[config.mk]
export PLATFORM = sky130hd
export DESIGN_NAME = compiled_script_image_parser
export DESIGN_NICKNAME = d
export VERILOG_FILES = /design/src/rtl/csip_pkg.sv /design/src/rtl/csip_front.sv /design/src/rtl/csip_queue.sv /design/src/rtl/csip_back.sv /design/src/rtl/compiled_script_image_parser.sv
export SDC_FILE = /design/constraint.sdc
export NUM_CORES = 1
export LEC_CHECK = 0
export ABC_AREA = 1
export BUFFER_PORTS_ARGS = -buffer_cell sky130_fd_sc_hd__buf_2
export CAP_MARGIN = 5
export CORE_ASPECT_RATIO = 1.5
export CORE_UTILIZATION = 25
export CTS_CLUSTER_DIAMETER = 200
export DETAILED_ROUTE_END_ITERATION = 6
export PLACE_DENSITY = 0.43
export SLEW_MARGIN = 25
export SYNTH_ARGS = -nofsm -noshare
export SYNTH_HDL_FRONTEND = slang
export SYNTH_HIERARCHICAL = 1
export SYNTH_SLANG_ARGS = --single-unit
[constraint.sdc]
create_clock -name clk -period 35.4 [get_ports clk]
set_input_delay 1.77 -clock clk [delete_from_list [all_inputs] [get_ports clk]]
set_output_delay 1.77 -clock clk [all_outputs]
set_load 0.02 [all_outputs]
[src/rtl/csip_pkg.sv]
// ----------------------------------------------------------------------------
// csip_pkg
// Shared types and constants for the compiled-script image parser.
// ----------------------------------------------------------------------------
package csip_pkg;

	// Section steps of the image sequencer.
	localparam logic [3:0] ST_VERSION = 4'd0;
	localparam logic [3:0] ST_GSIZE   = 4'd1;
	localparam logic [3:0] ST_GBYTES  = 4'd2;
	localparam logic [3:0] ST_GFCOUNT = 4'd3;
	localparam logic [3:0] ST_GFLOATS = 4'd4;
	localparam logic [3:0] ST_FSIZE   = 4'd5;
	localparam logic [3:0] ST_FBYTES  = 4'd6;
	localparam logic [3:0] ST_FFCOUNT = 4'd7;
	localparam logic [3:0] ST_FFLOATS = 4'd8;
	localparam logic [3:0] ST_CSIZE   = 4'd9;
	localparam logic [3:0] ST_LBCOUNT = 4'd10;
	localparam logic [3:0] ST_CODE    = 4'd11;
	localparam logic [3:0] ST_LINES   = 4'd12;
	localparam logic [3:0] ST_ICOUNT  = 4'd13;
	localparam logic [3:0] ST_IDENT   = 4'd14;
	localparam logic [3:0] ST_DONE    = 4'd15;

	// Record kinds.
	localparam logic [3:0] RK_VERSION = 4'd0;
	localparam logic [3:0] RK_SIZE    = 4'd1;
	localparam logic [3:0] RK_GSTR    = 4'd2;
	localparam logic [3:0] RK_GFLOAT  = 4'd3;
	localparam logic [3:0] RK_FSTR    = 4'd4;
	localparam logic [3:0] RK_FFLOAT  = 4'd5;
	localparam logic [3:0] RK_CODE    = 4'd6;
	localparam logic [3:0] RK_LINE    = 4'd7;
	localparam logic [3:0] RK_IDENT   = 4'd8;
	localparam logic [3:0] RK_DONE    = 4'd9;

	// Parse status codes.
	localparam logic [1:0] PS_OK        = 2'd0;
	localparam logic [1:0] PS_TRUNCATED = 2'd1;
	localparam logic [1:0] PS_EARLY     = 2'd2;

	localparam logic [7:0] EXT_MARK = 8'hFF;

	// One output record.
	typedef struct packed {
		logic [3:0]  kind;
		logic [63:0] value;
		logic [31:0] aux;
		logic        ext;
		logic [1:0]  status;
		logic        last;
	} rec_t;

	// Everything one input item produces, at most two records.
	typedef struct packed {
		logic [1:0] cnt;
		rec_t       r0;
		rec_t       r1;
	} bundle_t;

endpackage

[src/rtl/csip_front.sv]
// ----------------------------------------------------------------------------
// csip_front
// Section sequencer: takes one byte per cycle while not stalled and builds its records.
// ----------------------------------------------------------------------------
module csip_front import csip_pkg::*; (
	input  logic       clk,
	input  logic       arst_n,
	input  logic       in_valid,
	input  logic       in_stall,
	input  logic [7:0] data_byte,
	input  logic       end_of_data,
	output bundle_t    bundle
);

	logic [3:0]  step_q;
	logic [2:0]  fcnt_q;
	logic [63:0] shift_q;
	logic [31:0] left_q;
	logic [31:0] idx_q;
	logic [31:0] pos_q;
	logic [31:0] sidx_q;
	logic [31:0] line_q;
	logic [1:0]  phase_q;
	logic        ext_q;

	logic [3:0]  step_d;
	logic [2:0]  fcnt_d;
	logic [63:0] shift_d;
	logic [31:0] left_d;
	logic [31:0] idx_d;
	logic [31:0] pos_d;
	logic [31:0] sidx_d;
	logic [31:0] line_d;
	logic [1:0]  phase_d;
	logic        ext_d;

	logic [63:0] word;
	logic [2:0]  fcnt_inc;
	logic        done4;
	logic        done8;
	logic [31:0] w32;
	rec_t        rec;
	logic        have;
	bundle_t     b;
	logic [1:0]  status;

	// Word assembly: the byte lands in the lane chosen by the byte count.
	always_comb begin
		word = shift_q | ({56'd0, data_byte} << {fcnt_q, 3'b000});
		fcnt_inc = fcnt_q + 3'd1;
		done4 = (fcnt_inc == 3'd4);
		done8 = (fcnt_inc == 3'd0);
		w32 = word[31:0];
	end

	// Step logic.
	always_comb begin
		step_d = step_q;
		fcnt_d = fcnt_q;
		shift_d = shift_q;
		left_d = left_q;
		idx_d = idx_q;
		pos_d = pos_q;
		sidx_d = sidx_q;
		line_d = line_q;
		phase_d = phase_q;
		ext_d = ext_q;
		have = 1'b0;
		rec = '0;
		b = '0;
		status = PS_EARLY;

		case (step_q)
			ST_VERSION, ST_GSIZE, ST_GFCOUNT, ST_FSIZE, ST_FFCOUNT, ST_CSIZE,
			ST_LBCOUNT, ST_LINES, ST_ICOUNT, ST_IDENT: begin
				if (done4) begin
					fcnt_d = 3'd0;
					shift_d = '0;
				end else begin
					fcnt_d = fcnt_inc;
					shift_d = word;
				end
			end
			ST_GFLOATS, ST_FFLOATS: begin
				fcnt_d = fcnt_inc;
				shift_d = done8 ? 64'd0 : word;
			end
			default: ;
		endcase

		case (step_q)
			ST_VERSION: begin
				if (done4) begin
					have = 1'b1;
					rec.kind = RK_VERSION;
					rec.value = {32'd0, w32};
					step_d = ST_GSIZE;
				end
			end
			ST_GSIZE, ST_FSIZE, ST_GFCOUNT, ST_FFCOUNT: begin
				if (done4) begin
					have = 1'b1;
					rec.kind = RK_SIZE;
					rec.value = {32'd0, w32};
					rec.aux = {28'd0, step_q};
					left_d = w32;
					idx_d = '0;
					step_d = step_q + ((w32 != 0) ? 4'd1 : 4'd2);
				end
			end
			ST_GBYTES, ST_FBYTES: begin
				have = 1'b1;
				rec.kind = (step_q == ST_GBYTES) ? RK_GSTR : RK_FSTR;
				rec.value = {56'd0, data_byte};
				rec.aux = idx_q;
				idx_d = idx_q + 32'd1;
				left_d = left_q - 32'd1;
				if (left_q == 32'd1) step_d = step_q + 4'd1;
			end
			ST_GFLOATS, ST_FFLOATS: begin
				if (done8) begin
					have = 1'b1;
					rec.kind = (step_q == ST_GFLOATS) ? RK_GFLOAT : RK_FFLOAT;
					rec.value = word;
					rec.aux = idx_q;
					idx_d = idx_q + 32'd1;
					left_d = left_q - 32'd1;
					if (left_q == 32'd1) step_d = step_q + 4'd1;
				end
			end
			ST_CSIZE: begin
				if (done4) begin
					have = 1'b1;
					rec.kind = RK_SIZE;
					rec.value = {32'd0, w32};
					rec.aux = {28'd0, ST_CSIZE};
					left_d = w32;
					step_d = ST_LBCOUNT;
				end
			end
			ST_LBCOUNT: begin
				if (done4) begin
					have = 1'b1;
					rec.kind = RK_SIZE;
					rec.value = {32'd0, w32};
					rec.aux = {28'd0, ST_LBCOUNT};
					pos_d = w32;
					idx_d = '0;
					ext_d = 1'b0;
					if (left_q != 0) step_d = ST_CODE;
					else begin
						step_d = (w32 != 0) ? ST_LINES : ST_ICOUNT;
						phase_d = 2'd0;
					end
				end
			end
			ST_CODE: begin
				if (!ext_q && data_byte == EXT_MARK) begin
					ext_d = 1'b1;
					shift_d = '0;
					fcnt_d = 3'd0;
				end else if (!ext_q || done4) begin
					if (ext_q) begin
						fcnt_d = 3'd0;
						shift_d = '0;
					end
					have = 1'b1;
					rec.kind = RK_CODE;
					rec.value = ext_q ? {32'd0, w32} : {56'd0, data_byte};
					rec.aux = idx_q;
					rec.ext = ext_q;
					ext_d = 1'b0;
					idx_d = idx_q + 32'd1;
					left_d = left_q - 32'd1;
					if (left_q == 32'd1) begin
						step_d = (pos_q != 0) ? ST_LINES : ST_ICOUNT;
						phase_d = 2'd0;
					end
				end else begin
					fcnt_d = fcnt_inc;
					shift_d = word;
				end
			end
			ST_LINES: begin
				if (done4) begin
					if (phase_q == 2'd0) begin
						line_d = w32;
						phase_d = 2'd1;
					end else begin
						have = 1'b1;
						rec.kind = RK_LINE;
						rec.value = {32'd0, line_q};
						rec.aux = w32;
						phase_d = 2'd0;
						pos_d = pos_q - 32'd1;
						if (pos_q == 32'd1) step_d = ST_ICOUNT;
					end
				end
			end
			ST_ICOUNT: begin
				if (done4) begin
					have = 1'b1;
					rec.kind = RK_SIZE;
					rec.value = {32'd0, w32};
					rec.aux = {28'd0, ST_ICOUNT};
					left_d = w32;
					phase_d = 2'd0;
					step_d = (w32 != 0) ? ST_IDENT : ST_DONE;
				end
			end
			ST_IDENT: begin
				if (done4) begin
					if (phase_q == 2'd0) begin
						sidx_d = w32;
						phase_d = 2'd1;
					end else if (phase_q == 2'd1) begin
						pos_d = w32;
						if (w32 != 0) phase_d = 2'd2;
						else begin
							left_d = left_q - 32'd1;
							phase_d = 2'd0;
							if (left_q == 32'd1) step_d = ST_DONE;
						end
					end else begin
						have = 1'b1;
						rec.kind = RK_IDENT;
						rec.value = {32'd0, w32};
						rec.aux = sidx_q;
						pos_d = pos_q - 32'd1;
						if (pos_q == 32'd1) begin
							left_d = left_q - 32'd1;
							phase_d = 2'd0;
							if (left_q == 32'd1) step_d = ST_DONE;
						end
					end
				end
			end
			default: ;
		endcase

		// End of data: the byte's own record or a cut-short opcode, if any, then the done record.
		if (end_of_data) begin
			if (step_d == ST_DONE) status = PS_OK;
			else if (step_d == ST_GBYTES || step_d == ST_FBYTES) status = PS_TRUNCATED;
			else status = PS_EARLY;
			if (step_d == ST_CODE && ext_d && !have) begin
				have = 1'b1;
				rec = '0;
				rec.kind = RK_CODE;
				rec.aux = idx_d;
				rec.ext = 1'b1;
			end
			b.r0 = rec;
			b.r1 = '0;
			b.r1.kind = RK_DONE;
			b.r1.status = status;
			b.r1.last = 1'b1;
			if (have) begin
				b.cnt = 2'd2;
			end else begin
				b.cnt = 2'd1;
				b.r0 = b.r1;
			end
			step_d = ST_VERSION;
			fcnt_d = '0;
			shift_d = '0;
			left_d = '0;
			idx_d = '0;
			pos_d = '0;
			sidx_d = '0;
			line_d = '0;
			phase_d = '0;
			ext_d = 1'b0;
		end else begin
			b.cnt = have ? 2'd1 : 2'd0;
			b.r0 = rec;
			b.r0.last = have;
		end
		bundle = b;
	end

	// Sequencer state.
	always_ff @(posedge clk or negedge arst_n) begin
		if (!arst_n) begin
			step_q <= ST_VERSION;
			fcnt_q <= '0;
			shift_q <= '0;
			left_q <= '0;
			idx_q <= '0;
			pos_q <= '0;
			sidx_q <= '0;
			line_q <= '0;
			phase_q <= '0;
			ext_q <= 1'b0;
		end else if (in_valid && !in_stall) begin
			step_q <= step_d;
			fcnt_q <= fcnt_d;
			shift_q <= shift_d;
			left_q <= left_d;
			idx_q <= idx_d;
			pos_q <= pos_d;
			sidx_q <= sidx_d;
			line_q <= line_d;
			phase_q <= phase_d;
			ext_q <= ext_d;
		end
	end

endmodule

[src/rtl/csip_queue.sv]
// ----------------------------------------------------------------------------
// csip_queue
// Two-entry record bundle queue between the sequencer and the output side.
// ----------------------------------------------------------------------------
module csip_queue import csip_pkg::*; (
	input  logic    clk,
	input  logic    arst_n,
	input  logic    push,
	input  bundle_t push_data,
	input  logic    pop,
	output logic    full,
	output logic    nonempty,
	output bundle_t head
);

	bundle_t    mem_q [2];
	logic       wp_q;
	logic       rp_q;
	logic [1:0] cnt_q;

	assign full = (cnt_q == 2'd2);
	assign nonempty = (cnt_q != 2'd0);
	assign head = mem_q[rp_q];

	// Storage.
	always_ff @(posedge clk) begin
		if (push) mem_q[wp_q] <= push_data;
	end

	// Pointers and fill count.
	always_ff @(posedge clk or negedge arst_n) begin
		if (!arst_n) begin
			wp_q <= 1'b0;
			rp_q <= 1'b0;
			cnt_q <= 2'd0;
		end else begin
			if (push) wp_q <= ~wp_q;
			if (pop) rp_q <= ~rp_q;
			cnt_q <= cnt_q + {1'b0, push} - {1'b0, pop};
		end
	end

endmodule

[src/rtl/csip_back.sv]
// ----------------------------------------------------------------------------
// csip_back
// Output side: sends the one or two records of each queued bundle.
// ----------------------------------------------------------------------------
module csip_back import csip_pkg::*; (
	input  logic        clk,
	input  logic        arst_n,
	input  logic        q_nonempty,
	input  bundle_t     q_head,
	output logic        q_pop,
	output logic        out_valid,
	input  logic        out_stall,
	output logic [3:0]  record_kind,
	output logic [63:0] record_value,
	output logic [31:0] record_aux,
	output logic        extended_opcode,
	output logic [1:0]  parse_status,
	output logic        run_last
);

	logic sel_q;
	rec_t cur;
	logic take;

	assign cur = sel_q ? q_head.r1 : q_head.r0;
	assign out_valid = q_nonempty;
	assign take = q_nonempty && !out_stall;
	assign q_pop = take && (sel_q || q_head.cnt == 2'd1);

	assign record_kind = cur.kind;
	assign record_value = cur.value;
	assign record_aux = cur.aux;
	assign extended_opcode = cur.ext;
	assign parse_status = cur.status;
	assign run_last = cur.last;

	// Record select within the head bundle.
	always_ff @(posedge clk or negedge arst_n) begin
		if (!arst_n) sel_q <= 1'b0;
		else if (take) sel_q <= q_pop ? 1'b0 : 1'b1;
	end

endmodule

[src/rtl/compiled_script_image_parser.sv]
// ----------------------------------------------------------------------------
// compiled_script_image_parser
// Byte-serial parser of a compiled-script image into typed records.
// ----------------------------------------------------------------------------
// channel | valid     | stall     | payload
// in      | in_valid  | in_stall  | data_byte, end_of_data
// out     | out_valid | out_stall | record_kind .. run_last
//
// One byte is taken per cycle while in_stall is low; each byte yields zero,
// one or two records. Records leave one per cycle while out_stall is low.
// A two-bundle queue decouples the sequencer from the output.
// in_stall is high only while that queue is full.
// Reset clears the sequencer to expect a version word and empties the queue.
module compiled_script_image_parser import csip_pkg::*; (
	input  logic        clk,
	input  logic        arst_n,
	input  logic        in_valid,
	output logic        in_stall,
	input  logic [7:0]  data_byte,
	input  logic        end_of_data,
	output logic        out_valid,
	input  logic        out_stall,
	output logic [3:0]  record_kind,
	output logic [63:0] record_value,
	output logic [31:0] record_aux,
	output logic        extended_opcode,
	output logic [1:0]  parse_status,
	output logic        run_last
);

	bundle_t fb;
	bundle_t head;
	logic    full;
	logic    nonempty;
	logic    pop;
	logic    push;

	assign in_stall = full;
	assign push = in_valid && !full && (fb.cnt != 2'd0);

	// Front part.
	csip_front u_front (
		.clk(clk), .arst_n(arst_n), .in_valid(in_valid), .in_stall(in_stall),
		.data_byte(data_byte), .end_of_data(end_of_data), .bundle(fb)
	);

	// Queue.
	csip_queue u_queue (
		.clk(clk), .arst_n(arst_n), .push(push), .push_data(fb), .pop(pop),
		.full(full), .nonempty(nonempty), .head(head)
	);

	// Back part.
	csip_back u_back (
		.clk(clk), .arst_n(arst_n), .q_nonempty(nonempty), .q_head(head),
		.q_pop(pop), .out_valid(out_valid), .out_stall(out_stall),
		.record_kind(record_kind), .record_value(record_value),
		.record_aux(record_aux), .extended_opcode(extended_opcode),
		.parse_status(parse_status), .run_last(run_last)
	);

`ifndef SYNTHESIS
	// A done record always closes the run of its byte.
	a_done_last: assert property (@(posedge clk) disable iff (!arst_n)
		out_valid && record_kind == RK_DONE |-> run_last)
		else $error("done record without run_last");

	// Status is only nonzero on a done record.
	a_status: assert property (@(posedge clk) disable iff (!arst_n)
		out_valid && record_kind != RK_DONE |-> parse_status == PS_OK)
		else $error("status on non-done record");

	// A full queue means pending output.
	a_full: assert property (@(posedge clk) disable iff (!arst_n)
		in_stall |-> out_valid)
		else $error("queue full with no output");
`endif

endmodule
==> results of run 1 <==
==> power by group <==
part | leakage (nW) | switching [W] | internal (W)
sequential | 7.16 | 0.000106 | 0.000993
combinational | 8.63 | 0.00104 | 0.000363
clock | 1.15 | 0.000323 | 0.000449
total | 16.9 | 0.00147 | 0.00181
==> cell type report <==
cell class              instances  area share
flip-flops and latches        659       0.465
inverters                     562      0.0531
repair buffers                166      0.0250
clock buffers                  95      0.0497
well taps                    1881      0.0588
diodes                          7    0.000438
multi-input cells            2772       0.338
clock inverters                33     0.00988
==> state kept, by name, indices dropped and copies added (netlist names), 2 cells and up <==
signal / count
u_front/line_q: 32
u_front/sidx_q: 32
u_front/idx_q: 32
u_front/step_q: 4
u_front/pos_q: 32
u_front/fcnt_q: 3
u_front/phase_q: 2
u_front/left_q: 32
u_queue/cnt_q: 2
u_front/shift_q: 64
u_queue/mem_q: 420
==> worst reg2reg max path, cell delays in order (launching register included) <==
cell	delay (ps)
dfrtp_1	320
buf_4	340
inv_2	260
buf_4	320
ha_2	290
nor2_1	110
inv_1	100
nand2_1	140
nor2_1	150
inv_2	90
nand2_1	50
buf_4	270
inv_1	620
nand2_1	530
inv_2	640
nand2_1	260
nor2_1	270
inv_1	110
o21ai_0	230
nor2_1	100
nor2_1	270
nand2_1	190
inv_8	500
buf_4	950
==> metrics by stage <==
step	setup WS [ps]	hold slack (ps)	utilization	cell area, um2	total power, W
final	27620	479	0.282	40000	0.00327
after global routing	27110	500	0.282	40000	0.00349
after CTS	27640	476	0.282	40000	0.00331
after detailed placement	26930	459	0.265	37600	0.00253
after global placement	26860	455	0.265	37600	0.00253
after floorplan	21170	442	-	36300	0.00209
==> worst min-delay path by stage <==
stage / start / to / slack (ps) / cells past startpoint
finish: u_front/line_q[29] / u_front/line_q[29] / 480 / 2
detailed placement: u_front/line_q[27] / u_front/line_q[27] / 460 / 2
CTS: u_front/line_q[27] / u_front/line_q[27] / 480 / 2
floorplan: u_front/line_q[26] / u_front/line_q[26] / 440 / 2
global route: u_front/line_q[26] / u_front/line_q[26] / 500 / 2
global placement: u_front/line_q[27] / u_front/line_q[27] / 450 / 2
==> placed cells by master (no fill, tap or decap), types with 27 or more instances in the layout <==
cell and instances:
inv_1 541, xor2_1 29, o21ai_2 48, conb_1 99
a22oi_1 28, nand3_1 195, nor3_1 40, nor2_1 285
o21ai_1 31, o221ai_1 48, o22ai_1 66, o21ai_0 492
clkbuf_16 73, buf_2 116, nand2_1 1071, buf_4 46
dfrtp_1 237, a21oi_1 63, or2_2 34, o211ai_1 27
edfxtp_1 420
==> metal layers <==
| layer | global-route usage | share of wire | up-vias |
|---|---|---|---|
| li1 | - | - | 13900 |
| met1 | 0.203 | 0.40 | 13900 |
| met2 | 0.300 | 0.49 | 775 |
| met3 | 0.0276 | 0.045 | 240 |
| met4 | 0.104 | 0.061 | 6 |
| met5 | 0 | 0.00030 | - |
==> cell families after synthesis <==
family | synth area share
AND/OR/NAND/NOR | 0.197
AO/OA/AOI/OAI | 0.151
buffers and inverters | 0.118
flip-flops | 0.518
XOR/XNOR | 0.00830
adder cells (fa/ha/maj) | 0.00767
other | 0.000104
==> impl_metrics.env, run 1 <==
export IMPL_hold_buffers=0
export IMPL_drv_slew=0
export IMPL_cts_setup_buffers=0
export IMPL_grt_pass1_wl_um=189000
export IMPL_syn_inst=4222
export IMPL_firstDrtPassIters=7
export IMPL_synth_top_cells_by_count="1,073 x nand2_1, 542 x inv_1, 495 x o21ai_0"
export IMPL_yosysTopAreaCell="edfxtp_1"
export IMPL_drive_above_1_share=0.101
export IMPL_ys_flop_type="edfxtp_1"
export IMPL_r2r_slack_ps=27860
export IMPL_routedWlPerCell_um=20.7
export IMPL_die_height_um=466
export IMPL_status="finished with violations"
export IMPL_htreeDepth=3
export IMPL_initial_core_util=0.253
export IMPL_reg2reg_from="u_front/fcnt_q[2]"
export IMPL_cts_buffers=69
export IMPL_gp_congestion=0.956
export IMPL_synth_async_reset_ratio=0.363
export IMPL_die_w_um=311
export IMPL_vias_per_cell=4.67
export IMPL_cp_required_ps=35680
export IMPL_final_cells=6175
export IMPL_critPathCapture="u_queue/mem_q[1][55]"
export IMPL_path_delay_family="buffers and inverters"
export IMPL_period_minus_slack_ps=7780
export IMPL_synth_edf_count=420
export IMPL_fillers=15200
export IMPL_fmax_ghz=0.128
export IMPL_dieArea_um2=145000
export IMPL_min_period_over_period=0.220
export IMPL_cts_sinks=659
export IMPL_critical_path_cell_chain="buf_2, nand2_1, nor3_1, nand4_1, nand2_1, nor2_1, inv_2, nand2_1, buf_4, inv_1, nand2_1, inv_2, nand2_1, nor2_1, inv_1, o21ai_0, nor2_1, nor2_1, nand2_1, inv_8, buf_4"
export IMPL_p_leak_nw=16.9
export IMPL_synth_top_area_share=0.351
export IMPL_cts_root_buf="clkbuf_16"
export IMPL_floorplan_io_pins=119
export IMPL_drv_cap=0
export IMPL_track_usage=0.174
export IMPL_ys_warn_count=6
export IMPL_ys_top_cells_by_area="edfxtp_1 35%, dfrtp_1 17%, nand2_1 11%"
export IMPL_ff2ff_path_depth=23
export IMPL_startpoint="data_byte[1]"
export IMPL_tightest_slew_ps=1160
export IMPL_crit_buf_inv=8
export IMPL_hold_viol_final=0
export IMPL_powerDensity_nw_per_um2=81.8
export IMPL_grt_max_degree=122
export IMPL_ant_nets=0
export IMPL_cp_depth=21
export IMPL_arrival_ps=8060
export IMPL_rows=169
export IMPL_holdCritPathClass="flip-flop to flip-flop"
export IMPL_yosysMostFrequentCell="nand2_1"
export IMPL_setup_viol_count_final=0
export IMPL_setup_worst_path_end_class="flip-flop"
export IMPL_slowest_delay_ps=810
export IMPL_ys_ff_latch=659
export IMPL_syn_area_um2=35900
export IMPL_num_vias=28800
export IMPL_grt_pass1_vias=27800
export IMPL_skew_ps=30.1
export IMPL_dp_hpwl_um=91300
export IMPL_regArea_um2=18600
export IMPL_violations="DRC"
export IMPL_r2r_end="u_queue/mem_q[1][55]"
export IMPL_multi_input_area_um2=13500
export IMPL_clk_latency_ps=680
export IMPL_tritoncts="built"
export IMPL_drc=1
export IMPL_clkTransAtPathRegs_ps=60
export IMPL_vdd_drop_max_v=0.0000433
export IMPL_fin_nets=4265
export IMPL_cts_resized=0
export IMPL_critPathLaunchType="input port"
export IMPL_slew_headroom=0.213
export IMPL_synth_avg_cell_area_um2=8.50
export IMPL_critPathMaxFanout=94
export IMPL_rsz0062_at_grt="no"
export IMPL_antenna_found_initial=10
export IMPL_path_class="input port to flip-flop"
export IMPL_drt_iter0_markers=2207
export IMPL_dp_cells=6040
export IMPL_synth_cell_types=57
export IMPL_ctsLongestPathBuffers=3
export IMPL_area_growth_pct=11.5
export IMPL_wl_um=128000
export IMPL_grt_ovfl_total=0
export IMPL_cp_slowest_cell="buf_4"
export IMPL_tns_ps=0
export IMPL_crit_path_frequent_cell="nand2_1"
export IMPL_io_buffer_count=118
export IMPL_synth_yosys_seq_area_share=0.518
export IMPL_core_area_um2=142000
No activity file was read; power rests on OpenSTA's default activity.
==> run 2, diff against run 1 <==
Clock period 35.4 ns to 7.4 ns, I/O delays scaled along.
==> impl_metrics.env, run 2 (synthesis gave the netlist of run 1 again) <==
export IMPL_drc=0
export IMPL_holdCritPathClass="input port to flip-flop"
export IMPL_crit_buf_inv=4
export IMPL_worstHoldEndpoint="u_queue/wp_q"
export IMPL_path_class="flip-flop to flip-flop"
export IMPL_final_core_util=0.282
export IMPL_dp_hpwl_um=90700
export IMPL_rows=169
export IMPL_cp_slowest_cell="dfrtp_1"
export IMPL_layout_commonest_cell="nand2_1"
export IMPL_ctsLongestPathBuffers=3
export IMPL_top_regs="u_queue/mem_q (420), u_front/shift_q (64)"
export IMPL_ff2ff_path_depth=25
export IMPL_grt_pass1_wl_um=189000
export IMPL_grt_ovfl_total=0
export IMPL_area_growth_pct=11.6
export IMPL_core_area_um2=142000
export IMPL_wl_um=129000
export IMPL_drv_cap=0
export IMPL_largest_register="u_queue/mem_q"
export IMPL_critPathMaxFanout=112
export IMPL_r2r_slack_ps=1070
export IMPL_vdd_drop_max_v=0.000270
export IMPL_regArea_um2=18600
export IMPL_dieArea_um2=145000
export IMPL_htreeDepth=3
export IMPL_slowest_delay_ps=1020
export IMPL_fin_nets=4286
export IMPL_hold_viol_final=0
export IMPL_initial_core_util=0.253
export IMPL_drt_iter0_markers=2445
export IMPL_grt_pass1_vias=27900
export IMPL_antenna_found_initial=9
export IMPL_cts_root_buf="clkbuf_16"
export IMPL_setup_viol_count_final=0
export IMPL_reg2reg_from="u_front/fcnt_q[1]"
export IMPL_p_leak_nw=17.0
export IMPL_routedWlPerCell_um=20.8
export IMPL_cp_required_ps=7670
export IMPL_critPathLaunchType="flip-flop"
export IMPL_period_minus_slack_ps=6330
export IMPL_arrival_ps=6600
export IMPL_drive_above_1_share=0.104
export IMPL_fillers=15300
export IMPL_firstDrtPassIters=6
export IMPL_skew_ps=43.8
export IMPL_die_height_um=466
export IMPL_track_usage=0.175
export IMPL_path_delay_family="simple AND/OR/NAND/NOR gates"
export IMPL_num_vias=28800
export IMPL_setup_worst_path_end_class="flip-flop"
export IMPL_layout_common_cells="1,072 x nand2_1, 541 x inv_1, 494 x o21ai_0"
export IMPL_grt_max_degree=198
export IMPL_die_w_um=311
export IMPL_multi_input_area_um2=13500
export IMPL_crit_path_frequent_cell="nor2_1"
export IMPL_io_buffer_count=118
export IMPL_tightest_slew_ps=1170
export IMPL_gp_congestion=0.929
export IMPL_vias_per_cell=4.66
export IMPL_cts_sinks=659
export IMPL_drv_slew=0
export IMPL_clk_latency_ps=680
export IMPL_floorplan_io_pins=119
export IMPL_tns_ps=0
export IMPL_largest_reg_flops=420
export IMPL_min_period_over_period=0.855
export IMPL_slew_headroom=0.213
export IMPL_cts_buffers=71
export IMPL_hp_start="in_valid"
export IMPL_whs_path_depth=4
export IMPL_rsz0062_at_grt="no"
export IMPL_r2r_end="u_queue/mem_q[0][77]"
export IMPL_powerDensity_nw_per_um2=390
export IMPL_fmax_ghz=0.158
export IMPL_ant_nets=0
export IMPL_tritoncts="built"
export IMPL_status="finished, final reports clean"
export IMPL_clkTransAtPathRegs_ps=70
==> run 2: cell types whose count changed in the layout (fill, tap and decap cells not counted), sizes merged <==
cell / before / now
diode: 7 / 3
inv: 560 / 564
bufinv: 7 / 3
clkinvlp: 7 / 6
dlygate4sd3: 0 / 2
buf: 166 / 183
clkbuf: 95 / 96
clkinv: 21 / 23
==> run 2: worst min-delay path: stages <==
cell and delay, ps:
buf_2 120, nand2_1 80, nor2_1 80, xor2_1 140
==> run 2: what timing repair did <==
item	CTS	global route
setup buffers	0	0
hold buffers	2	0
endpoints found under the hold margin	91	0
gates resized for setup	0	0
==> run 2: metal layers <==
metal / part of all wire / track usage / vias up
li1: - / - / 13900
met1: 0.40 / 0.202 / 13800
met2: 0.49 / 0.299 / 804
met3: 0.045 / 0.0255 / 244
met4: 0.072 / 0.119 / 14
met5: 0.00072 / 0 / -
==> run 2: cell type report <==
| class | instances | share of cell area |
|---|---|---|
| sequential | 659 | 0.465 |
| multi-input combinational | 2772 | 0.338 |
| tap | 1881 | 0.0588 |
| inverter | 562 | 0.0529 |
| clock buffer | 96 | 0.0477 |
| timing repair buffer | 185 | 0.0303 |
| clock inverter | 34 | 0.00809 |
| antenna | 3 | 0.000187 |
==> run 2: how the worst max path moves through the flow <==
stage,from,end,slack (ps),cells past startpoint
CTS,u_front/fcnt_q[1],u_queue/mem_q[0][192],1050,25
global route,u_front/fcnt_q[1],u_queue/mem_q[0][77],600,25
global placement,u_front/fcnt_q[1],u_queue/mem_q[0][82],1160,25
detailed placement,u_front/fcnt_q[1],u_queue/mem_q[0][97],1080,25
floorplan,u_front/fcnt_q[0],u_queue/mem_q[0][0],330,26
finish,u_front/fcnt_q[1],u_queue/mem_q[0][77],1070,25
==> run 2: through the flow <==
step	cell area, um2	total power, W	setup WS [ps]	cells	hold slack [ps]
after floorplan	36300	0.00991	334	4320	74.4
after global placement	37800	0.0122	1160	6057	454
after detailed placement	37800	0.0122	1080	6057	460
after CTS	40000	0.0158	1050	6189	148
after global routing	40000	0.0166	602	6190	215
final	40000	0.0156	1070	6192	197
==> run 2: power breakdown <==
group	switching [W]	total (W)	leakage (nW)	internal (W)
clock network	0.00159	0.00354	1.08	0.00195
registers	0.000537	0.00528	7.16	0.00475
logic	0.00502	0.00679	8.74	0.00177
total	0.00715	0.0156	17.0	0.00847
==> run 3, diff against run 2 <==
==> constraint.sdc (replaced) <==
create_clock -name clk -period 6.9 [get_ports clk]
set_input_delay 1.035 -clock clk [delete_from_list [all_inputs] [get_ports clk]]
set_output_delay 1.035 -clock clk [all_outputs]
set_load 0.02 [all_outputs]
==> impl_metrics.env, run 3 (synthesis gave the netlist of run 1 again) <==
export IMPL_crit_path_frequent_cell="nand2_1"
export IMPL_rsz0062_at_grt="no"
export IMPL_path_class="flip-flop to flip-flop"
export IMPL_grt_max_degree=171
export IMPL_multi_input_area_um2=13600
export IMPL_grt_ovfl_total=0
export IMPL_cp_slowest_cell="dfrtp_1"
export IMPL_htreeDepth=3
export IMPL_grt_pass1_vias=28200
export IMPL_setup_viol_count_final=0
export IMPL_powerDensity_nw_per_um2=421
export IMPL_cts_setup_buffers=0
export IMPL_place_ws_ps=1220
export IMPL_busiest_layer="met2"
export IMPL_fin_nets=4292
export IMPL_regArea_um2=18600
export IMPL_period_minus_slack_ps=5590
export IMPL_cts_root_buf="clkbuf_16"
export IMPL_ant_nets=0
export IMPL_drt_iter0_markers=2385
export IMPL_p_leak_nw=17.1
export IMPL_floorplan_io_pins=119
export IMPL_clkTransAtPathRegs_ps=70
export IMPL_tritoncts="built"
export IMPL_cp_required_ps=7190
export IMPL_routedWlPerCell_um=20.8
export IMPL_met1_usage=0.206
export IMPL_arrival_ps=5880
export IMPL_skew_ps=37.5
export IMPL_setup_ws_ps=1310
export IMPL_slowest_delay_ps=870
export IMPL_grt_use_met3=0.0233
export IMPL_critPathMaxFanout=76
export IMPL_path_delay_family="simple AND/OR/NAND/NOR gates"
export IMPL_holdCritPathClass="input port to asynchronous set/reset pin"
export IMPL_top_regs="u_queue/mem_q (420), u_front/shift_q (64)"
export IMPL_drc=0
export IMPL_core_area_um2=142000
export IMPL_fmax_ghz=0.179
export IMPL_die_w_um=311
export IMPL_cts_resized=0
export IMPL_track_usage=0.176
export IMPL_dieArea_um2=145000
export IMPL_initial_core_util=0.253
export IMPL_wl_um=129000
export IMPL_grt_pass1_wl_um=191000
export IMPL_drv_cap=0
export IMPL_slew_headroom=0.276
export IMPL_status="finished, final reports clean"
export IMPL_critPathLaunchType="flip-flop"
export IMPL_tightest_slew_ps=1080
export IMPL_layout_commonest_cell="nand2_1"
export IMPL_setup_worst_path_end_class="flip-flop"
export IMPL_largest_reg_flops=420
export IMPL_drv_slew=0
export IMPL_drive_above_1_share=0.110
export IMPL_cts_buffers=69
export IMPL_min_period_over_period=0.811
export IMPL_fillers=15200
export IMPL_rows=169
export IMPL_layout_common_cells="1,071 x nand2_1, 539 x inv_1, 493 x o21ai_0"
export IMPL_use_met2=0.305
export IMPL_ctsLongestPathBuffers=3
export IMPL_cts_sinks=659
export IMPL_antenna_found_initial=4
export IMPL_firstDrtPassIters=5
export IMPL_dp_hpwl_um=92600
export IMPL_hold_buffers=0
export IMPL_num_vias=29100
export IMPL_fin_hold_ws_ps=342
export IMPL_crit_buf_inv=5
export IMPL_io_buffer_count=118
export IMPL_gp_congestion=0.954
export IMPL_area_growth_pct=12.3
export IMPL_clk_latency_ps=660
export IMPL_die_height_um=466
export IMPL_largest_register="u_queue/mem_q"
export IMPL_hold_viol_final=0
export IMPL_vdd_drop_max_v=0.000291
export IMPL_vias_per_cell=4.69
run 3: routing by layer:
layer	wire length, um	up-vias	part of all wire
met3	6100	246	0.047
met2	63100	891	0.49
met4	8510	4	0.066
li1	-	13900	-
met5	21	-	0.00016
met1	51100	14000	0.40
run 3: worst paths after layout:
kind | slack, ps | endpoint | depth (start not counted) | start
setup / recovery | 1310 | u_queue/mem_q[1][184] | 26 | u_front/fcnt_q[0]
hold / removal | 340 | u_front/shift_q[53] | 1 | arst_n
setup reg to reg | 1310 | u_queue/mem_q[1][184] | 26 | u_front/fcnt_q[0]
hold reg to reg | 480 | u_front/line_q[27] | 2 | u_front/line_q[27]
max in group asynchronous | 5150 | u_queue/rp_q | 2 | arst_n
min in group clk | 480 | u_front/line_q[27] | 2 | u_front/line_q[27]
run 3: metrics by stage:
step                TNS, ps   util  power [W]  std cells  instance area [um2]
finish                    0  0.284     0.0170       6195                40300
detailed placement        0  0.268     0.0132       6067                38000
global placement          0  0.268     0.0132       6066                38000
CTS                       0  0.284     0.0172       6192                40300
global route              0  0.284     0.0180       6194                40300
floorplan            -45060      -     0.0107       4320                36400
run 3: final cells by class:
cell class | instances | area share
Antenna cell | 3 | 0.000186
Clock buffer | 96 | 0.0487
Clock inverter | 29 | 0.00801
Inverter | 562 | 0.0525
Multi-Input combinational cell | 2772 | 0.339
Sequential cell | 659 | 0.461
Tap cell | 1881 | 0.0584
Timing Repair Buffer | 193 | 0.0322
run 3: report_power, final:
part | switching, W | internal, W
Combinational | 0.00543 | 0.00198
Clock | 0.00164 | 0.00222
Sequential | 0.000587 | 0.00509
Total | 0.00766 | 0.00929
